--- src/hdl/sha_pkg.sv ---
// package: sha-256 constants, round functions and sequencer states
package sha_pkg;

    localparam int WordBits  = 32;
    localparam int BlockBits = 512;

    localparam logic       KIND_BYTE   = 1'b0;
    localparam logic       KIND_FINISH = 1'b1;
    localparam logic [7:0] PAD_FIRST   = 8'h80;
    localparam logic [5:0] LEN_START   = 6'd56;

    typedef enum logic [2:0] {
        ST_IDLE,
        ST_PAD,
        ST_ROUND,
        ST_UPDATE,
        ST_OUT
    } state_t;

    localparam logic [31:0] H_INIT [8] = '{
        32'h6a09e667, 32'hbb67ae85, 32'h3c6ef372, 32'ha54ff53a,
        32'h510e527f, 32'h9b05688c, 32'h1f83d9ab, 32'h5be0cd19
    };

    localparam logic [31:0] ROUND_K [64] = '{
        32'h428a2f98, 32'h71374491, 32'hb5c0fbcf, 32'he9b5dba5,
        32'h3956c25b, 32'h59f111f1, 32'h923f82a4, 32'hab1c5ed5,
        32'hd807aa98, 32'h12835b01, 32'h243185be, 32'h550c7dc3,
        32'h72be5d74, 32'h80deb1fe, 32'h9bdc06a7, 32'hc19bf174,
        32'he49b69c1, 32'hefbe4786, 32'h0fc19dc6, 32'h240ca1cc,
        32'h2de92c6f, 32'h4a7484aa, 32'h5cb0a9dc, 32'h76f988da,
        32'h983e5152, 32'ha831c66d, 32'hb00327c8, 32'hbf597fc7,
        32'hc6e00bf3, 32'hd5a79147, 32'h06ca6351, 32'h14292967,
        32'h27b70a85, 32'h2e1b2138, 32'h4d2c6dfc, 32'h53380d13,
        32'h650a7354, 32'h766a0abb, 32'h81c2c92e, 32'h92722c85,
        32'ha2bfe8a1, 32'ha81a664b, 32'hc24b8b70, 32'hc76c51a3,
        32'hd192e819, 32'hd6990624, 32'hf40e3585, 32'h106aa070,
        32'h19a4c116, 32'h1e376c08, 32'h2748774c, 32'h34b0bcb5,
        32'h391c0cb3, 32'h4ed8aa4a, 32'h5b9cca4f, 32'h682e6ff3,
        32'h748f82ee, 32'h78a5636f, 32'h84c87814, 32'h8cc70208,
        32'h90befffa, 32'ha4506ceb, 32'hbef9a3f7, 32'hc67178f2
    };

    function automatic logic [31:0] rotr(input logic [31:0] x, input int n);
        return (x >> n) | (x << (WordBits - n));
    endfunction

    function automatic logic [31:0] big_s0(input logic [31:0] x);
        return rotr(x, 2) ^ rotr(x, 13) ^ rotr(x, 22);
    endfunction

    function automatic logic [31:0] big_s1(input logic [31:0] x);
        return rotr(x, 6) ^ rotr(x, 11) ^ rotr(x, 25);
    endfunction

    function automatic logic [31:0] small_s0(input logic [31:0] x);
        return rotr(x, 7) ^ rotr(x, 18) ^ (x >> 3);
    endfunction

    function automatic logic [31:0] small_s1(input logic [31:0] x);
        return rotr(x, 17) ^ rotr(x, 19) ^ (x >> 10);
    endfunction

    function automatic logic [31:0] choose(input logic [31:0] e, input logic [31:0] f,
                                           input logic [31:0] g);
        return (e & f) ^ (~e & g);
    endfunction

    function automatic logic [31:0] majority(input logic [31:0] a, input logic [31:0] b,
                                             input logic [31:0] c);
        return (a & b) ^ (a & c) ^ (b & c);
    endfunction

endpackage

--- src/hdl/sha256_byte_stream_hash.sv ---
// top level: sha-256 over a byte stream with one shared round unit
//
// input channel (in_valid / in_ready): one word per handshake, kind selects a
// message byte (data_byte) or finish. the 64th byte of a block starts the
// compression, which runs 64 rounds on the single round unit and then folds
// the working variables into the chaining value in an update step.
// in_ready is low while a block compresses, while padding runs and while the
// digest is being sent.
// finish: the pad bytes (0x80, zero fill, 64-bit bit length) go into the block
// one per cycle through the same byte path, using one or two compressions, two
// when fewer than 9 bytes are free.
// output channel (out_valid / out_ready): eight digest words, word_index 0..7,
// last_word on index 7. words come straight from the hash registers and hold
// while the receiver stalls; one word per cycle when out_ready stays high.
// after the last word the hash restarts for a new message.
// reset (rst_n, async, active low): initial hash values, empty block, zero
// length, ready at once.
module sha256_byte_stream_hash (
    input  logic        clk,
    input  logic        rst_n,
    input  logic        in_valid,
    output logic        in_ready,
    input  logic        kind,
    input  logic [7:0]  data_byte,
    output logic        out_valid,
    input  logic        out_ready,
    output logic [31:0] digest_word,
    output logic [2:0]  word_index,
    output logic        last_word
);
    import sha_pkg::*;

    // control state
    state_t      state_reg, state_next;
    logic [5:0]  fill_reg, fill_next;
    logic [60:0] msg_reg, msg_next;
    logic [5:0]  round_reg, round_next;
    logic [2:0]  out_idx_reg, out_idx_next;
    logic        pad_mode_reg, pad_mode_next;   // finish in progress
    logic        first_pad_reg, first_pad_next; // next pad byte is 0x80
    logic        len_blk_reg, len_blk_next;     // current block carries the length
    logic [31:0] hash_reg [8];
    logic [31:0] hash_next [8];

    // datapath: 16-word block / schedule shift line and working variables
    logic [BlockBits-1:0] blk_reg, blk_next;
    logic [31:0]          vars_reg [8];
    logic [31:0]          vars_next [8];

    logic        shift_en;
    logic [7:0]  shift_byte;
    logic [63:0] bit_len;
    logic [2:0]  len_sel;
    logic [7:0]  len_byte;

    // schedule taps: w[r], w[r+1], w[r+9], w[r+14]
    logic [31:0] w0, w1, w9, w14, w_new;
    logic [31:0] t1, t2;

    assign w0  = blk_reg[511:480];
    assign w1  = blk_reg[479:448];
    assign w9  = blk_reg[223:192];
    assign w14 = blk_reg[63:32];
    assign w_new = small_s1(w14) + w9 + small_s0(w1) + w0;

    assign t1 = vars_reg[7] + big_s1(vars_reg[4])
              + choose(vars_reg[4], vars_reg[5], vars_reg[6])
              + ROUND_K[round_reg] + w0;
    assign t2 = big_s0(vars_reg[0]) + majority(vars_reg[0], vars_reg[1], vars_reg[2]);

    // length bytes, most significant first at block offsets 56..63
    assign bit_len  = {msg_reg, 3'b000};
    assign len_sel  = ~fill_reg[2:0];
    assign len_byte = bit_len[{len_sel, 3'b000} +: 8];

    assign in_ready    = (state_reg == ST_IDLE);
    assign out_valid   = (state_reg == ST_OUT);
    assign digest_word = hash_reg[out_idx_reg];
    assign word_index  = out_idx_reg;
    assign last_word   = (out_idx_reg == 3'd7);

    always_comb
    begin
        state_next     = state_reg;
        fill_next      = fill_reg;
        msg_next       = msg_reg;
        round_next     = round_reg;
        out_idx_next   = out_idx_reg;
        pad_mode_next  = pad_mode_reg;
        first_pad_next = first_pad_reg;
        len_blk_next   = len_blk_reg;
        hash_next      = hash_reg;
        blk_next       = blk_reg;
        vars_next      = vars_reg;
        shift_en       = 1'b0;
        shift_byte     = data_byte;

        unique case (state_reg)
            ST_IDLE:
            begin
                if (in_valid)
                begin
                    if (kind == KIND_FINISH)
                    begin
                        state_next     = ST_PAD;
                        pad_mode_next  = 1'b1;
                        first_pad_next = 1'b1;
                        len_blk_next   = (fill_reg < LEN_START);
                    end
                    else
                    begin
                        shift_en   = 1'b1;
                        shift_byte = data_byte;
                        msg_next   = msg_reg + 61'd1;
                    end
                end
            end
            ST_PAD:
            begin
                shift_en       = 1'b1;
                first_pad_next = 1'b0;
                if (first_pad_reg)
                    shift_byte = PAD_FIRST;
                else if (len_blk_reg && (fill_reg >= LEN_START))
                    shift_byte = len_byte;
                else
                    shift_byte = 8'h00;
            end
            ST_ROUND:
            begin
                blk_next    = {blk_reg[479:0], w_new};
                vars_next[7] = vars_reg[6];
                vars_next[6] = vars_reg[5];
                vars_next[5] = vars_reg[4];
                vars_next[4] = vars_reg[3] + t1;
                vars_next[3] = vars_reg[2];
                vars_next[2] = vars_reg[1];
                vars_next[1] = vars_reg[0];
                vars_next[0] = t1 + t2;
                round_next   = round_reg + 6'd1;
                if (round_reg == 6'd63)
                    state_next = ST_UPDATE;
            end
            ST_UPDATE:
            begin
                for (int j = 0; j < 8; j++)
                    hash_next[j] = hash_reg[j] + vars_reg[j];
                if (!pad_mode_reg)
                    state_next = ST_IDLE;
                else if (len_blk_reg)
                begin
                    state_next   = ST_OUT;
                    out_idx_next = 3'd0;
                end
                else
                begin
                    // second pad block: zero fill then length
                    state_next   = ST_PAD;
                    len_blk_next = 1'b1;
                end
            end
            ST_OUT:
            begin
                if (out_ready)
                begin
                    out_idx_next = out_idx_reg + 3'd1;
                    if (out_idx_reg == 3'd7)
                    begin
                        state_next    = ST_IDLE;
                        hash_next     = H_INIT;
                        fill_next     = 6'd0;
                        msg_next      = 61'd0;
                        pad_mode_next = 1'b0;
                    end
                end
            end
            default:
            begin
                state_next = ST_IDLE;
            end
        endcase

        // shared byte path for message and pad bytes
        if (shift_en)
        begin
            blk_next  = {blk_reg[503:0], shift_byte};
            fill_next = fill_reg + 6'd1;
            if (fill_reg == 6'd63)
            begin
                vars_next  = hash_reg;
                round_next = 6'd0;
                state_next = ST_ROUND;
            end
        end
    end

    always_ff @(posedge clk or negedge rst_n)
    begin
        if (!rst_n)
        begin
            state_reg     <= ST_IDLE;
            fill_reg      <= 6'd0;
            msg_reg       <= 61'd0;
            round_reg     <= 6'd0;
            out_idx_reg   <= 3'd0;
            pad_mode_reg  <= 1'b0;
            first_pad_reg <= 1'b0;
            len_blk_reg   <= 1'b0;
            hash_reg      <= H_INIT;
        end
        else
        begin
            state_reg     <= state_next;
            fill_reg      <= fill_next;
            msg_reg       <= msg_next;
            round_reg     <= round_next;
            out_idx_reg   <= out_idx_next;
            pad_mode_reg  <= pad_mode_next;
            first_pad_reg <= first_pad_next;
            len_blk_reg   <= len_blk_next;
            hash_reg      <= hash_next;
        end
    end

    // payload registers, no reset
    always_ff @(posedge clk)
    begin
        blk_reg  <= blk_next;
        vars_reg <= vars_next;
    end

endmodule
--- config.mk ---
export PLATFORM = sky130hd
export DESIGN_NAME = sha256_byte_stream_hash
export DESIGN_NICKNAME = d
export VERILOG_FILES = /design/src/hdl/sha_pkg.sv /design/src/hdl/sha256_byte_stream_hash.sv
export SDC_FILE = /design/constraint.sdc
export NUM_CORES = 2
export LEC_CHECK = 0
export BUFFER_PORTS_ARGS = -buffer_cell sky130_fd_sc_hd__buf_4
export CELL_PAD_IN_SITES_DETAIL_PLACEMENT = 1
export CELL_PAD_IN_SITES_GLOBAL_PLACEMENT = 1
export CORE_ASPECT_RATIO = 0.8
export CORE_UTILIZATION = 43
export DETAILED_ROUTE_END_ITERATION = 6
export PLACE_DENSITY_LB_ADDON = 0.1
export RECOVER_POWER = 100
export REMOVE_ABC_BUFFERS = 1
export SYNTH_ARGS = -nofsm -noshare
export SYNTH_HDL_FRONTEND = slang
export SYNTH_SLANG_ARGS = --single-unit
--- constraint.sdc ---
create_clock -name clk -period 15.2 [get_ports clk]
set_input_delay 1.52 -clock clk [delete_from_list [all_inputs] [get_ports clk]]
set_output_delay 1.52 -clock clk [all_outputs]
set_load 0.02 [all_outputs]
# Yosys cells after proc, flatten, opt, wreduce, memory -nomap -nowiden
# Memories as Yosys holds them, arrays and structs flattened.
# Index checks and enable logic that the tools add are counted.
# totals
ff_bits	1106
romBits	2048
inputBits	13
output_inout_bits	38
word_cells	169
n_memories	1
# classes
add_sub_neg	22
magnitude_cmp	4
n_eq_ne	14
shift	1
n_mux	55
bitwise	30
n_reduce_logical	17
# mem_list
memory	words	width	read_ports	rd_ports_with_merged_regs	wr	line	text
(name not given)	64	32	1	0	0	sha256_byte_stream_hash.sv:68	+ ROUND_K[round_reg] + w0;
# ops
op	count
$mux W256	5
$mux W512	2
$add A32 B32 Y32	18
$pmux W256 S2	1
$xor A32 B32 Y32	9
$mux W61	4
$and A32 B32 Y32	5
$mux W32	4
$pmux W61 S2	1
$bmux W32 S3	1
$shiftx A64 B7 Y8	1
$add A61 B1 Y61 const B	1
$mux W6	7
$mux W3	12
$not A32 Y32	1
$or A10 B32 Y32	1
$or A13 B32 Y32	1
$or A14 B32 Y32	1
$or A15 B32 Y32	1
$or A19 B32 Y32	1
$or A21 B32 Y32	1
$or A25 B32 Y32	1
$or A26 B32 Y32	1
$or A30 B32 Y32	1
other kinds (29)	62

# Depth between registers and ports, before layout
# logic_depth
word_depth	11
depth_mapped	39
mapped_depth_nobuf	37

# Worst setup path after synthesis
# No wires, ideal clock.
# synth_timing
path_type	input to register
startpoint	input port in_valid
endpoint	register blk_reg[0], enable pin
setup_time_ns	3.641
t_arrival_ns	11.046
t_required_ns	11.559
path_slack_ns	0.513
stages	6
n_path_buf	3
path_cell_list	nor2b_1 > o21ai_0 > clkbuf_1 > clkbuf_1 > clkbuf_1 > nand2_1
# synth_between
elab_chain_len	3
# synth_rtl
item	line	text
from (decl)	sha256_byte_stream_hash.sv:21	input logic in_valid,
$mux W1	sha256_byte_stream_hash.sv:101	if (in_valid)
$pmux W1 S2	sha256_byte_stream_hash.sv:98	unique case (state_reg)
$reduce_bool A2 Y1 (no source line)	-	
to (signal assigned)	sha256_byte_stream_hash.sv:228	blk_reg <= blk_next;
to (decl)	sha256_byte_stream_hash.sv:46	logic [BlockBits-1:0] blk_reg, blk_next;
# No other way between the ends.
# A chain may end at the register's enable or synchronous reset.

==> out/qor.yml <==
run_status: "finished with violations"
failed_checks: "capacitance limit, slew limit"
io_buffers: 50
cts_max_level: 4
synth_cells: 8416
die_h_microns: 375
regArea_sq_mm: 0.0291
detailedRoute.firstIterationViolations: 6022
worstPathArrival_ns: 12.56
final_global_route_overflow_total: 0
cts_tree: "done"
ys_dominant_reg_cell: "sky130_fd_sc_hd__edfxtp_1"
ctsResizeCount: 0
yosys-top-cells-area: "sky130_fd_sc_hd__edfxtp_1, sky130_fd_sc_hd__nand2_1, sky130_fd_sc_hd__dfxtp_1, sky130_fd_sc_hd__dfrtp_1, sky130_fd_sc_hd__ha_1"
slowest_delay_ns: 2.41
ff2ff_path_depth: 29
yosysMostFrequentCell: "sky130_fd_sc_hd__nand2_1"
ys_ff_latch: 1106
max-cap-violations: 44
syn_to_final_growth_pct: 8.76
grt_first_pass_wirelength_microns: 412000
setup-violations-final: 0
final.min_clock_period_ns: 11.93
timing.critical_path.to: "vars_reg[255]"
reg2reg_slack_ns: 3.27
drc: 0
totalNegativeSetupSlack_ns: 0
final-hold-violation-count: 0
timing.hold.worst.class: "reg2reg"
gp_congestion: 0.978
crit_start: "round_reg[3]"
start_util_pct: 43.4
netlist-cell-type-count: 96
slew_headroom_pct: -444
avgViaCountPerCell: 5.89
grt_setup_unrepaired: "false"
drt.antenna.violating_nets: 0
cts.sink_count: 1106
floorplan.die.width_microns: 468
detail_route.wl_per_cell_microns: 26.0
largest_family_of_logic_cells_by_synthesized_area: "compound AO/OA/AOI/OAI gates"
number_of_flip_flops_under_the_largest_register_name: 512
final_slew_viol_count: 2361
synthDominantAreaCellType: "sky130_fd_sc_hd__edfxtp_1"
timing.final.crit_share_pct: 78.5
grt_antenna_before_repair: 10
detail_route.wirelength_microns: 275000
crit_path_frequent_cell: "sky130_fd_sc_hd__o21ai_0"
tritoncts.num_buffers: 132
route.vias.total: 62500
worst_clock_skew_ns: 0.0379
grt_max_degree: 216
rr_startpoint: "round_reg[3]"
multi_input_area_sq_mm: 0.0418
core_sq_mm: 0.172
post_route_cells_drive_above_1_share_pct: 7.62
crit_fanout: 75
clkSlewWorstSetupHoldPaths_ns: 0.06
clock_insertion_delay_worst_skew_ns: 0.80
critical_path_s_slowest_cell: "sky130_fd_sc_hd__clkbuf_1"
kind_of_start_point_of_the_critical_path: "flop"
worst-slew-pin-transition_ns: 8.15
die_area_sq_mm: 0.175
timing.fmax_mhz: 83.8
ys_seq_area_share_pct: 39.0
area_of_the_mapped_netlist_sq_mm: 0.0747
synth-xor-area-share_pct: 7.31
firstDrtPassIters: 5
ys_top_cells_by_count: "sky130_fd_sc_hd__nand2_1, sky130_fd_sc_hd__nor2_1, sky130_fd_sc_hd__o21ai_0"
post_synth_fa_ha_maj_area_fraction_pct: 12.0
track_usage_pct: 31.1
via_count_of_the_first_global_routing_pass: 62500
crit_type: "reg2reg"
clockBufferDepth: 3
synthArstFlopShare_pct: 30.6
cts.repair_timing.setup_buffer_count: 0
setup.worst_path.end_class: "flop"
number_of_flops_mapped_to_enable_cells_by_yosys: 512
syn-mean-instance-area_sq_um: 8.87
post_cts_hold_buffer_count: 0
synth_top_area_share_pct: 20.6
number_of_filler_cells_placed_in_the_layout: 19800
synth-compound-area-share_pct: 16.5
placement_rows: 136
required_time_of_the_critical_path_ns: 15.83
post_synth_and_or_nand_nor_area_fraction_pct: 16.3
rr_endpoint: "vars_reg[255]"
clock_tree.root_cell: "sky130_fd_sc_hd__clkbuf_16"
synthMuxAreaShare_pct: 3.91
top_level_ports: 51
synth_warnings: 0
finalNetCount: 8823
place.detailed.hpwl_microns: 203000
[how the worst min path moves through the flow]
stage / startpoint / end / slack, ns / cells past startpoint
finish: fill_reg[5] / fill_reg[5] / 0.52 / 1
global placement: fill_reg[5] / fill_reg[5] / 0.47 / 1
CTS: fill_reg[5] / fill_reg[5] / 0.51 / 1
detailed placement: fill_reg[5] / fill_reg[5] / 0.50 / 1
global route: fill_reg[5] / fill_reg[5] / 0.52 / 1
floorplan: fill_reg[5] / fill_reg[5] / 0.44 / 1
[per-layer routing]
layer	vias up	global-route usage (%)	wire, microns	share of wire (%)
met2	1782	43.1	111000	40
li1	28600	-	-	-
met3	269	6.03	20800	7.6
met4	0	5.80	4830	1.8
met5	-	0	0	0
met1	31800	49.5	138000	50
[logic make-up (layout without fill, tap and decap cells)]
group,count (synthesis),in the layout
AND/OR/NAND/NOR,2913,2913
AO/OA/AOI/OAI,2000,2000
flip-flops,1106,1106
buffers and inverters,996,902
XOR/XNOR,623,623
adder cells (fa/ha/maj),600,600
multiplexers,178,178
other,0,3
[metrics by stage]
| step | area, sq um | util (%) | worst slack [ns] | cells | hold slack [ns] |
|---|---|---|---|---|---|
| final | 81200 | 47.2 | 3.27 | 10600 | 0.517 |
| after detailed placement | 77000 | 44.7 | 5.46 | 10400 | 0.504 |
| after global placement | 77000 | 44.7 | 5.52 | 10400 | 0.468 |
| after global routing | 81200 | 47.2 | 2.52 | 10600 | 0.522 |
| after CTS | 81500 | 47.3 | 5.43 | 10600 | 0.508 |
| after floorplan | 72800 | - | -65.72 | 7923 | 0.444 |
[final cells by class]
class | count | area share [%]
clock inverter | 60 | 1.01
antenna | 3 | 0.00924
clock buffer | 183 | 4.54
inverter | 503 | 2.33
tap | 2277 | 3.51
sequential | 1106 | 35.9
multi-input combinational | 6314 | 51.5
timing repair buffer | 156 | 1.25
[critical path: cells and delay by family (launching register included)]
kind	cells	cell delay, ns
AOI/OAI and AO/OA	15	4.74
buffers and inverters	3	2.50
adders and majority gates	4	1.58
and+or+nand+nor	4	1.43
DFF	1	0.90
xor gates and xnor gates	3	0.53
[cells in the final DEF, fill, tap and decap left out, types with 198 or more instances in the layout]
| cell type | instances |
|---|---|
| sky130_fd_sc_hd__nand2_1 | 1645 |
| sky130_fd_sc_hd__nor2_1 | 712 |
| sky130_fd_sc_hd__o21ai_0 | 560 |
| sky130_fd_sc_hd__a21oi_1 | 536 |
| sky130_fd_sc_hd__edfxtp_1 | 512 |
| sky130_fd_sc_hd__inv_1 | 497 |
| sky130_fd_sc_hd__ha_1 | 400 |
| sky130_fd_sc_hd__xnor2_1 | 320 |
| sky130_fd_sc_hd__xor2_1 | 303 |
| sky130_fd_sc_hd__dfxtp_1 | 256 |
| sky130_fd_sc_hd__o22ai_1 | 211 |
| sky130_fd_sc_hd__a21o_1 | 203 |
| sky130_fd_sc_hd__dfrtp_1 | 198 |
Power is not shown: default switching activity piles up to over one toggle a cycle in this logic, so the estimate is an artifact.
